$ cat config.mk
export PLATFORM = sky130hd
export DESIGN_NAME = base64_codec
export DESIGN_NICKNAME = d
export VERILOG_FILES = /design/src/design/b64_pkg.sv /design/src/design/base64_codec.sv /design/src/design/b64_front.sv /design/src/design/b64_queue.sv /design/src/design/b64_back.sv
export SDC_FILE = /design/constraint.sdc
export NUM_CORES = 1
export LEC_CHECK = 0
export BUFFER_PORTS_ARGS = -buffer_cell sky130_fd_sc_hd__clkbuf_2
export CAP_MARGIN = 5
export CELL_PAD_IN_SITES_DETAIL_PLACEMENT = 1
export CELL_PAD_IN_SITES_GLOBAL_PLACEMENT = 1
export CORE_ASPECT_RATIO = 0.8
export CORE_MARGIN = 5
export CORE_UTILIZATION = 35
export DETAILED_ROUTE_END_ITERATION = 7
export PLACE_DENSITY = 0.62
export SLEW_MARGIN = 20
export SYNTH_ARGS = -nofsm -noshare
export SYNTH_HDL_FRONTEND = slang
export SYNTH_SLANG_ARGS = --single-unit
export TNS_END_PERCENT = 1
$ cat constraint.sdc
create_clock -name clk -period 11.95 [get_ports clk]
set_input_delay 0.5975 -clock clk [delete_from_list [all_inputs] [get_ports clk]]
set_output_delay 0.5975 -clock clk [all_outputs]
set_load 0.1 [all_outputs]
$ cat src/design/b64_pkg.sv
package b64_pkg;

  localparam logic [6:0] SEXTET_PAD = 7'd64;
  localparam logic [6:0] SEXTET_BAD = 7'd65;
  localparam logic [7:0] PAD_CHAR   = 8'h3D;

  typedef struct packed {
    logic [3:0][7:0] bytes;
    logic [1:0]      last_idx;
    logic            last;
    logic            err;
  } job_t;

  function automatic logic [7:0] sextet_char(input logic [5:0] v);
    logic [7:0] c;
    if (v < 6'd26) begin
      c = 8'h41 + {2'b00, v};
    end else if (v < 6'd52) begin
      c = 8'h61 + {2'b00, v} - 8'd26;
    end else if (v < 6'd62) begin
      c = 8'h30 + {2'b00, v} - 8'd52;
    end else if (v == 6'd62) begin
      c = 8'h2B;
    end else begin
      c = 8'h2F;
    end
    return c;
  endfunction

  function automatic logic [6:0] classify(input logic [7:0] c);
    logic [6:0] v;
    if (c >= 8'h41 && c <= 8'h5A) begin
      v = 7'(c - 8'h41);
    end else if (c >= 8'h61 && c <= 8'h7A) begin
      v = 7'(c - 8'h61 + 8'd26);
    end else if (c >= 8'h30 && c <= 8'h39) begin
      v = 7'(c - 8'h30 + 8'd52);
    end else if (c == 8'h2B) begin
      v = 7'd62;
    end else if (c == 8'h2F) begin
      v = 7'd63;
    end else if (c == PAD_CHAR) begin
      v = SEXTET_PAD;
    end else begin
      v = SEXTET_BAD;
    end
    return v;
  endfunction

endpackage

$ cat src/design/base64_codec.sv
// Channel   | Dir | Signals                         | Payload
// ----------+-----+---------------------------------+-------------------------------
// s_*       | in  | s_tvalid s_tready s_tdata s_tlast | tdata[7:0] data_in, tlast last_in
// m_*       | out | m_tvalid m_tready m_tdata m_tlast m_tuser | tdata[7:0] data_out,
//           |     |                                 | tlast last_out, tuser[0] error
// cfg_*     | in  | cfg_we cfg_wdata                | direction (0 encode, 1 decode)
//
// Input takes one transaction per cycle while the job queue has room.
// Output runs one transaction per cycle from the back end while m_tready is high;
// encode gives four characters per three bytes, so the output bounds its input rate.
// A result passes through the job queue and then the back-end register to the output.
// Reset (synchronous) selects encode and empties the queue and the back end.
// Each side stalls on its own; the queue of QUEUE_DEPTH jobs sits between them.
module base64_codec
  import b64_pkg::*;
#(
  parameter int QUEUE_DEPTH = 2
) (
  input  logic       clk,
  input  logic       rst,
  input  logic       cfg_we,
  input  logic       cfg_wdata,
  input  logic       s_tvalid,
  output logic       s_tready,
  input  logic [7:0] s_tdata,   // [7:0] data_in
  input  logic       s_tlast,
  output logic       m_tvalid,
  input  logic       m_tready,
  output logic [7:0] m_tdata,   // [7:0] data_out
  output logic       m_tlast,
  output logic       m_tuser    // [0] error
);

  job_t push_job, pop_job;
  logic push, full, pop, pop_valid;

  b64_front u_front (
    .clk        (clk),
    .rst        (rst),
    .cfg_we     (cfg_we),
    .cfg_wdata  (cfg_wdata),
    .s_tvalid   (s_tvalid),
    .s_tready   (s_tready),
    .s_tdata    (s_tdata),
    .s_tlast    (s_tlast),
    .queue_full (full),
    .job_valid  (push),
    .job        (push_job)
  );

  b64_queue #(
    .DEPTH (QUEUE_DEPTH)
  ) u_queue (
    .clk       (clk),
    .rst       (rst),
    .push      (push),
    .push_job  (push_job),
    .full      (full),
    .pop       (pop),
    .pop_valid (pop_valid),
    .pop_job   (pop_job)
  );

  b64_back u_back (
    .clk      (clk),
    .rst      (rst),
    .q_valid  (pop_valid),
    .q_job    (pop_job),
    .q_pop    (pop),
    .m_tvalid (m_tvalid),
    .m_tready (m_tready),
    .m_tdata  (m_tdata),
    .m_tlast  (m_tlast),
    .m_tuser  (m_tuser)
  );

endmodule

$ cat src/design/b64_front.sv
module b64_front
  import b64_pkg::*;
(
  input  logic       clk,
  input  logic       rst,
  input  logic       cfg_we,
  input  logic       cfg_wdata,
  input  logic       s_tvalid,
  output logic       s_tready,
  input  logic [7:0] s_tdata,
  input  logic       s_tlast,
  input  logic       queue_full,
  output logic       job_valid,
  output job_t       job
);

  logic        direction;
  logic [17:0] group_bits, group_bits_next;
  logic [1:0]  group_count, group_count_next;
  logic        error_seen, error_seen_next;
  logic        pad_third, pad_third_next;
  logic        pad_closed, pad_closed_next;

  logic        accept;
  logic [23:0] enc_word;
  logic [23:0] dec_word;
  logic [6:0]  cls;
  logic [5:0]  sext;
  logic        is_pad, is_bad, pad_fourth, dec_err;
  logic [2:0]  enc_nbytes;

  assign s_tready = !queue_full;
  assign accept   = s_tvalid && s_tready;

  always_comb begin
    group_bits_next  = group_bits;
    group_count_next = group_count;
    error_seen_next  = error_seen;
    pad_third_next   = pad_third;
    pad_closed_next  = pad_closed;
    job_valid        = 1'b0;
    job              = '0;

    case (group_count)
      2'd2:    enc_word = {group_bits[15:0], s_tdata};
      2'd1:    enc_word = {group_bits[7:0], s_tdata, 8'h00};
      default: enc_word = {s_tdata, 16'h0000};
    endcase
    enc_nbytes = {1'b0, group_count} + 3'd1;

    cls        = classify(s_tdata);
    is_pad     = (cls == SEXTET_PAD);
    is_bad     = (cls == SEXTET_BAD);
    sext       = (is_pad || is_bad) ? 6'd0 : cls[5:0];
    pad_fourth = is_pad && (group_count == 2'd3);
    dec_err    = error_seen || pad_closed || is_bad ||
                 (is_pad && group_count < 2'd2) ||
                 (!is_pad && !is_bad && group_count == 2'd3 && pad_third);
    dec_word   = {group_bits, sext};

    if (accept) begin
      if (!direction) begin
        if (group_count < 2'd2 && !s_tlast) begin
          group_bits_next  = {group_bits[9:0], s_tdata};
          group_count_next = group_count + 2'd1;
        end else begin
          job_valid    = 1'b1;
          job.last_idx = 2'd3;
          job.last     = s_tlast;
          for (int k = 0; k < 4; k++) begin
            job.bytes[k] = (3'(k) <= enc_nbytes) ?
                           sextet_char(enc_word[23-6*k -: 6]) : PAD_CHAR;
          end
          group_bits_next  = '0;
          group_count_next = '0;
        end
      end else begin
        if (group_count < 2'd3) begin
          if (s_tlast) begin
            job_valid    = 1'b1;
            job.last_idx = 2'd0;
            job.last     = 1'b1;
            job.err      = 1'b1;
          end else begin
            group_bits_next  = {group_bits[11:0], sext};
            group_count_next = group_count + 2'd1;
            error_seen_next  = dec_err;
            pad_third_next   = pad_third || (is_pad && group_count == 2'd2);
          end
        end else begin
          job_valid    = 1'b1;
          job.bytes[0] = dec_word[23:16];
          job.bytes[1] = dec_word[15:8];
          job.bytes[2] = dec_word[7:0];
          job.last_idx = pad_fourth ? (pad_third ? 2'd0 : 2'd1) : 2'd2;
          job.last     = s_tlast;
          job.err      = dec_err;
          group_bits_next  = '0;
          group_count_next = '0;
          pad_third_next   = 1'b0;
          error_seen_next  = dec_err;
          pad_closed_next  = pad_closed || pad_fourth;
        end
      end
      if (s_tlast) begin
        group_bits_next  = '0;
        group_count_next = '0;
        error_seen_next  = 1'b0;
        pad_third_next   = 1'b0;
        pad_closed_next  = 1'b0;
      end
    end
  end

  always_ff @(posedge clk) begin
    if (rst) begin
      direction   <= 1'b0;
      group_bits  <= '0;
      group_count <= '0;
      error_seen  <= 1'b0;
      pad_third   <= 1'b0;
      pad_closed  <= 1'b0;
    end else if (cfg_we) begin
      direction   <= cfg_wdata;
      group_bits  <= '0;
      group_count <= '0;
      error_seen  <= 1'b0;
      pad_third   <= 1'b0;
      pad_closed  <= 1'b0;
    end else begin
      group_bits  <= group_bits_next;
      group_count <= group_count_next;
      error_seen  <= error_seen_next;
      pad_third   <= pad_third_next;
      pad_closed  <= pad_closed_next;
    end
  end

endmodule

$ cat src/design/b64_queue.sv
module b64_queue
  import b64_pkg::*;
#(
  parameter int DEPTH = 2
) (
  input  logic clk,
  input  logic rst,
  input  logic push,
  input  job_t push_job,
  output logic full,
  input  logic pop,
  output logic pop_valid,
  output job_t pop_job
);

  localparam int PW = (DEPTH > 1) ? $clog2(DEPTH) : 1;
  localparam int CW = $clog2(DEPTH + 1);
  localparam logic [PW-1:0] LAST_PTR = PW'(DEPTH - 1);
  localparam logic [CW-1:0] FULL_CNT = CW'(DEPTH);

  job_t          entries [DEPTH];
  logic [PW-1:0] wr_ptr, rd_ptr;
  logic [CW-1:0] count;
  logic          do_push, do_pop;

  assign full      = (count == FULL_CNT);
  assign pop_valid = (count != '0);
  assign pop_job   = entries[rd_ptr];
  assign do_push   = push && !full;
  assign do_pop    = pop && pop_valid;

  always_ff @(posedge clk) begin
    if (do_push) begin
      entries[wr_ptr] <= push_job;
    end
  end

  always_ff @(posedge clk) begin
    if (rst) begin
      wr_ptr <= '0;
      rd_ptr <= '0;
      count  <= '0;
    end else begin
      if (do_push) begin
        wr_ptr <= (wr_ptr == LAST_PTR) ? '0 : wr_ptr + PW'(1);
      end
      if (do_pop) begin
        rd_ptr <= (rd_ptr == LAST_PTR) ? '0 : rd_ptr + PW'(1);
      end
      if (do_push && !do_pop) begin
        count <= count + CW'(1);
      end else if (do_pop && !do_push) begin
        count <= count - CW'(1);
      end
    end
  end

endmodule

$ cat src/design/b64_back.sv
module b64_back
  import b64_pkg::*;
(
  input  logic       clk,
  input  logic       rst,
  input  logic       q_valid,
  input  job_t       q_job,
  output logic       q_pop,
  output logic       m_tvalid,
  input  logic       m_tready,
  output logic [7:0] m_tdata,
  output logic       m_tlast,
  output logic       m_tuser
);

  job_t       cur;
  logic       busy;
  logic [1:0] idx;
  logic       fin, is_last;

  assign fin     = (idx == cur.last_idx);
  assign q_pop   = q_valid && (!busy || (m_tready && fin));
  assign is_last = cur.last && fin;

  assign m_tvalid = busy;
  assign m_tdata  = cur.bytes[idx];
  assign m_tlast  = is_last;
  assign m_tuser  = is_last && cur.err;

  always_ff @(posedge clk) begin
    if (q_pop) begin
      cur <= q_job;
    end
  end

  always_ff @(posedge clk) begin
    if (rst) begin
      busy <= 1'b0;
      idx  <= '0;
    end else if (q_pop) begin
      busy <= 1'b1;
      idx  <= '0;
    end else if (busy && m_tready) begin
      if (fin) begin
        busy <= 1'b0;
      end else begin
        idx <= idx + 2'd1;
      end
    end
  end

endmodule

==> metrics.txt <==
post-route ant nets=0; Slew @ Worst Pin=0.957 ns; HP Class=in2reg; Register Area=0.00386 mm^2; total number of vias=6614; status=finished, final reports clean; Synth Area in Adders=8.07%; wire per inst=22.4 um; diodes inserted=0; Root Driver=clkbuf_16; CTS tree=done; Net Count, Synth=901; Tmin final=4.34 ns; Hold Buf Count CTS=0; # Max-Cap Violations=0; DP HPWL=18700 um; #FFs+latches synth=139; total gr overflow=0; simple-gate portion of the synthesized area=12.1%; mux cell area share after synthesis=8.89%; worst-path cell chain=inv_1 -> ha_1 -> buf_4 -> a22oi_1 -> nor2_1 -> a21oi_4 -> inv_1 -> ha_1 -> a31oi_1 -> o221a_1 -> and3_1 -> o21ai_1 -> a32o_1 -> a221oi_2; Max Fclk=230 MHz; first-pass GRT wire length=40500 um; Rows=51; Nets=911; xor/xnor share of the synthesized area=3.03%; gr usage total=18.9%; critical path type=reg2reg; Clk Latency, worst-skew pair=0.44 ns; initial core utilization=35.6%; die width=186 um; Area contributors post-synth=edfxtp_1 37%, ha_1 8.1%, dfxtp_1 7.1%, mux2_2 5.1%, nand2_1 3.1%; CTS resizes=0; Async S/R FF share, synth=0%; clock skew=0.0335 ns; CP required=12.17 ns; fillers=2734; top cell type's share of synthesized area=37.4%; slowest CP cell=o221a_1; H-Tree Depth=4; number of enable flip-flop cells after synthesis=108; PwrDens=170 mW/mm^2; Main synth FF type=edfxtp_1; initial antenna violation count=0; routability cong.=0.866; Final Hold Vio Count=0; Clk pin slew, worst setup/hold paths=0.07 ns; combinational family with the most area after synthesis=compound AO/OA/AOI/OAI gates; Slew headroom=36.2%; library cells used by synthesis=75; Vias/cell=5.65; Final Cycle Share=36.3%; Setup crit start=u_front.group_count[0]$_SDFFE_PP0P_; TritonCTS Buffers=17; Die H=151 um; warnings from Yosys=0; share of cells above drive strength 1=17.5%; final WL=26200 um; RSZ-0062 raised after global routing=no; worst reg2reg setup slack=7.61 ns; Yosys top cell by area=edfxtp_1; CTS Buffer Depth=2; CP max stage delay=0.61 ns; CP Launch Type=flop; total negative slack=0 ns; vias in the first global route=6692; drt pass-1 iters=5; Hold Crit Depth=3; Hold EP=u_front.direction$_SDFFE_PP0P_; RR Endpoint=u_queue.entries[1][7]$_DFFE_PP_; core area=0.0244 mm^2; post-CTS setup buffers=0; Initial DRC Count=540; footprint of the multi-input gates=0.00441 mm^2; clk sinks=139; worst reg-to-reg path cell count=14; die area=0.0281 mm^2; Leak=3.57 nW; residual DRC count=0; Layout area overhead=11.4%; CP Capture Type=flop; WP data arrival=4.56 ns; Mean Syn Cell Area=10.5 um^2; Max VDD drop=0.000104 V; Inst Count DP=1139; PortBufs=26; Hold Crit Start=cfg_wdata; Mapped Cells=830; synthesized area=0.00868 mm^2; fin util=39.7%; post-synthesis compound-gate area fraction=18.5%; largest net degree at the start of global routing=41; sequential share of the synthesized area=44.5%; CP Max Fanout=19; final setup fails=0; Critical R2R Launch=u_front.group_count[0]$_SDFFE_PP0P_; Final Slew Violations=0; Final Non-Filler Cells=1171; Ports=27
==> registers in the layout, summed over array words and instances, names as in the netlist, 2 cells and up <==
name	cells
u_queue.entries	72
u_back.cur	36
u_front.group_bits	18
u_back.idx	2
u_front.group_count	2
u_queue.count	2
==> per-stage QoR <==
stage	area (um^2)	power, W	hold slack [ns]	setup slack [ns]
2_1_floorplan	8680	0.00102	0.435	6.09
3_3_place_gp	9090	0.00114	0.452	7.84
3_5_place_dp	9090	0.00114	0.461	7.70
4_1_cts	9670	0.00167	0.415	7.68
5_1_grt	9670	0.00172	0.451	7.26
6_report	9670	0.00165	0.409	7.61
==> final cells by class <==
class / count / share of cell area, %
clock buffers: 17 / 4.40
clock inverters: 15 / 1.60
inverters: 53 / 2.06
multi-input cells: 591 / 45.6
flip-flops and latches: 139 / 39.9
well taps: 318 / 4.11
repair buffers: 38 / 2.28
==> worst max-delay path, delay by kind of cell (launching register included) <==
family          cells  cell delay, ns
fa+ha+maj           2            0.77
compound gates      7            1.87
flops               1            0.50
buf+inv             3            0.61
simple gates        2            0.36
==> cell families (layout without fill, tap and decap cells) <==
family / count (synthesis) / in the layout
xor+xnor: 30 / 30
compound gates: 219 / 219
fa+ha+maj: 56 / 56
buf+inv: 100 / 123
simple gates: 225 / 225
mux: 61 / 61
flops: 139 / 139
==> synth_stat cells, drive strengths merged (3+ instances only) <==
library cell / number
or3: 5
o21a: 5
mux2: 39
a22o: 15
o32ai: 3
nor2b: 15
a22oi: 29
o31ai: 4
inv: 53
dfxtp: 31
a21o: 6
edfxtp: 108
a32o: 3
a311oi: 3
xnor2: 20
a21oi: 52
a211oi: 7
and3: 5
o311ai: 3
o211ai: 7
nor4: 4
buf: 20
o21ai: 34
nor3: 17
a31oi: 10
mux4: 8
nor2: 69
xor2: 10
clkbuf: 27
mux2i: 14
o2bb2ai: 3
nand3: 13
or2: 3
nand2b: 13
and2: 4
ha: 56
nand2: 71
a221oi: 15
==> placed cells by master, fill, tap and decap left out, types with 13 or more instances in the layout <==
master,n
o21ai_0,28
clkbuf_2,26
nand3_1,13
nor2_1,69
a22oi_1,26
a21oi_1,44
edfxtp_1,108
nand2_1,71
mux2i_1,13
nor3_1,14
a22o_1,15
a221oi_1,13
inv_1,49
xnor2_1,20
dfxtp_1,31
mux2_2,39
clkbuf_16,17
ha_1,56
nor2b_1,15
==> metal layers <==
layer	vias to the layer above	routed length [um]	track usage (%)	part of all wire, %
met5	-	0	0	0
met4	0	317	4.44	1.2
met3	24	1110	3.03	4.2
met2	168	11500	28.9	44
met1	3330	13300	28.1	51
li1	3092	-	-	-
==> worst max path at each step <==
stage / to
finish: u_queue.entries[1][7]$_DFFE_PP_
detailed placement: u_queue.entries[1][7]$_DFFE_PP_
CTS: u_queue.entries[0][7]$_DFFE_PP_
global placement: u_queue.entries[0][7]$_DFFE_PP_
global route: u_queue.entries[0][7]$_DFFE_PP_
floorplan: u_queue.entries[0][0]$_DFFE_PP_
==> where the power goes <==
group / switching [W] / leakage (nW) / internal, W
sequential: 0.0000342 / 1.27 / 0.000630
clock: 0.000225 / 0.280 / 0.000294
combinational: 0.000332 / 2.02 / 0.000133
total: 0.000592 / 3.57 / 0.00106
Power figures use the tool's default switching activity.
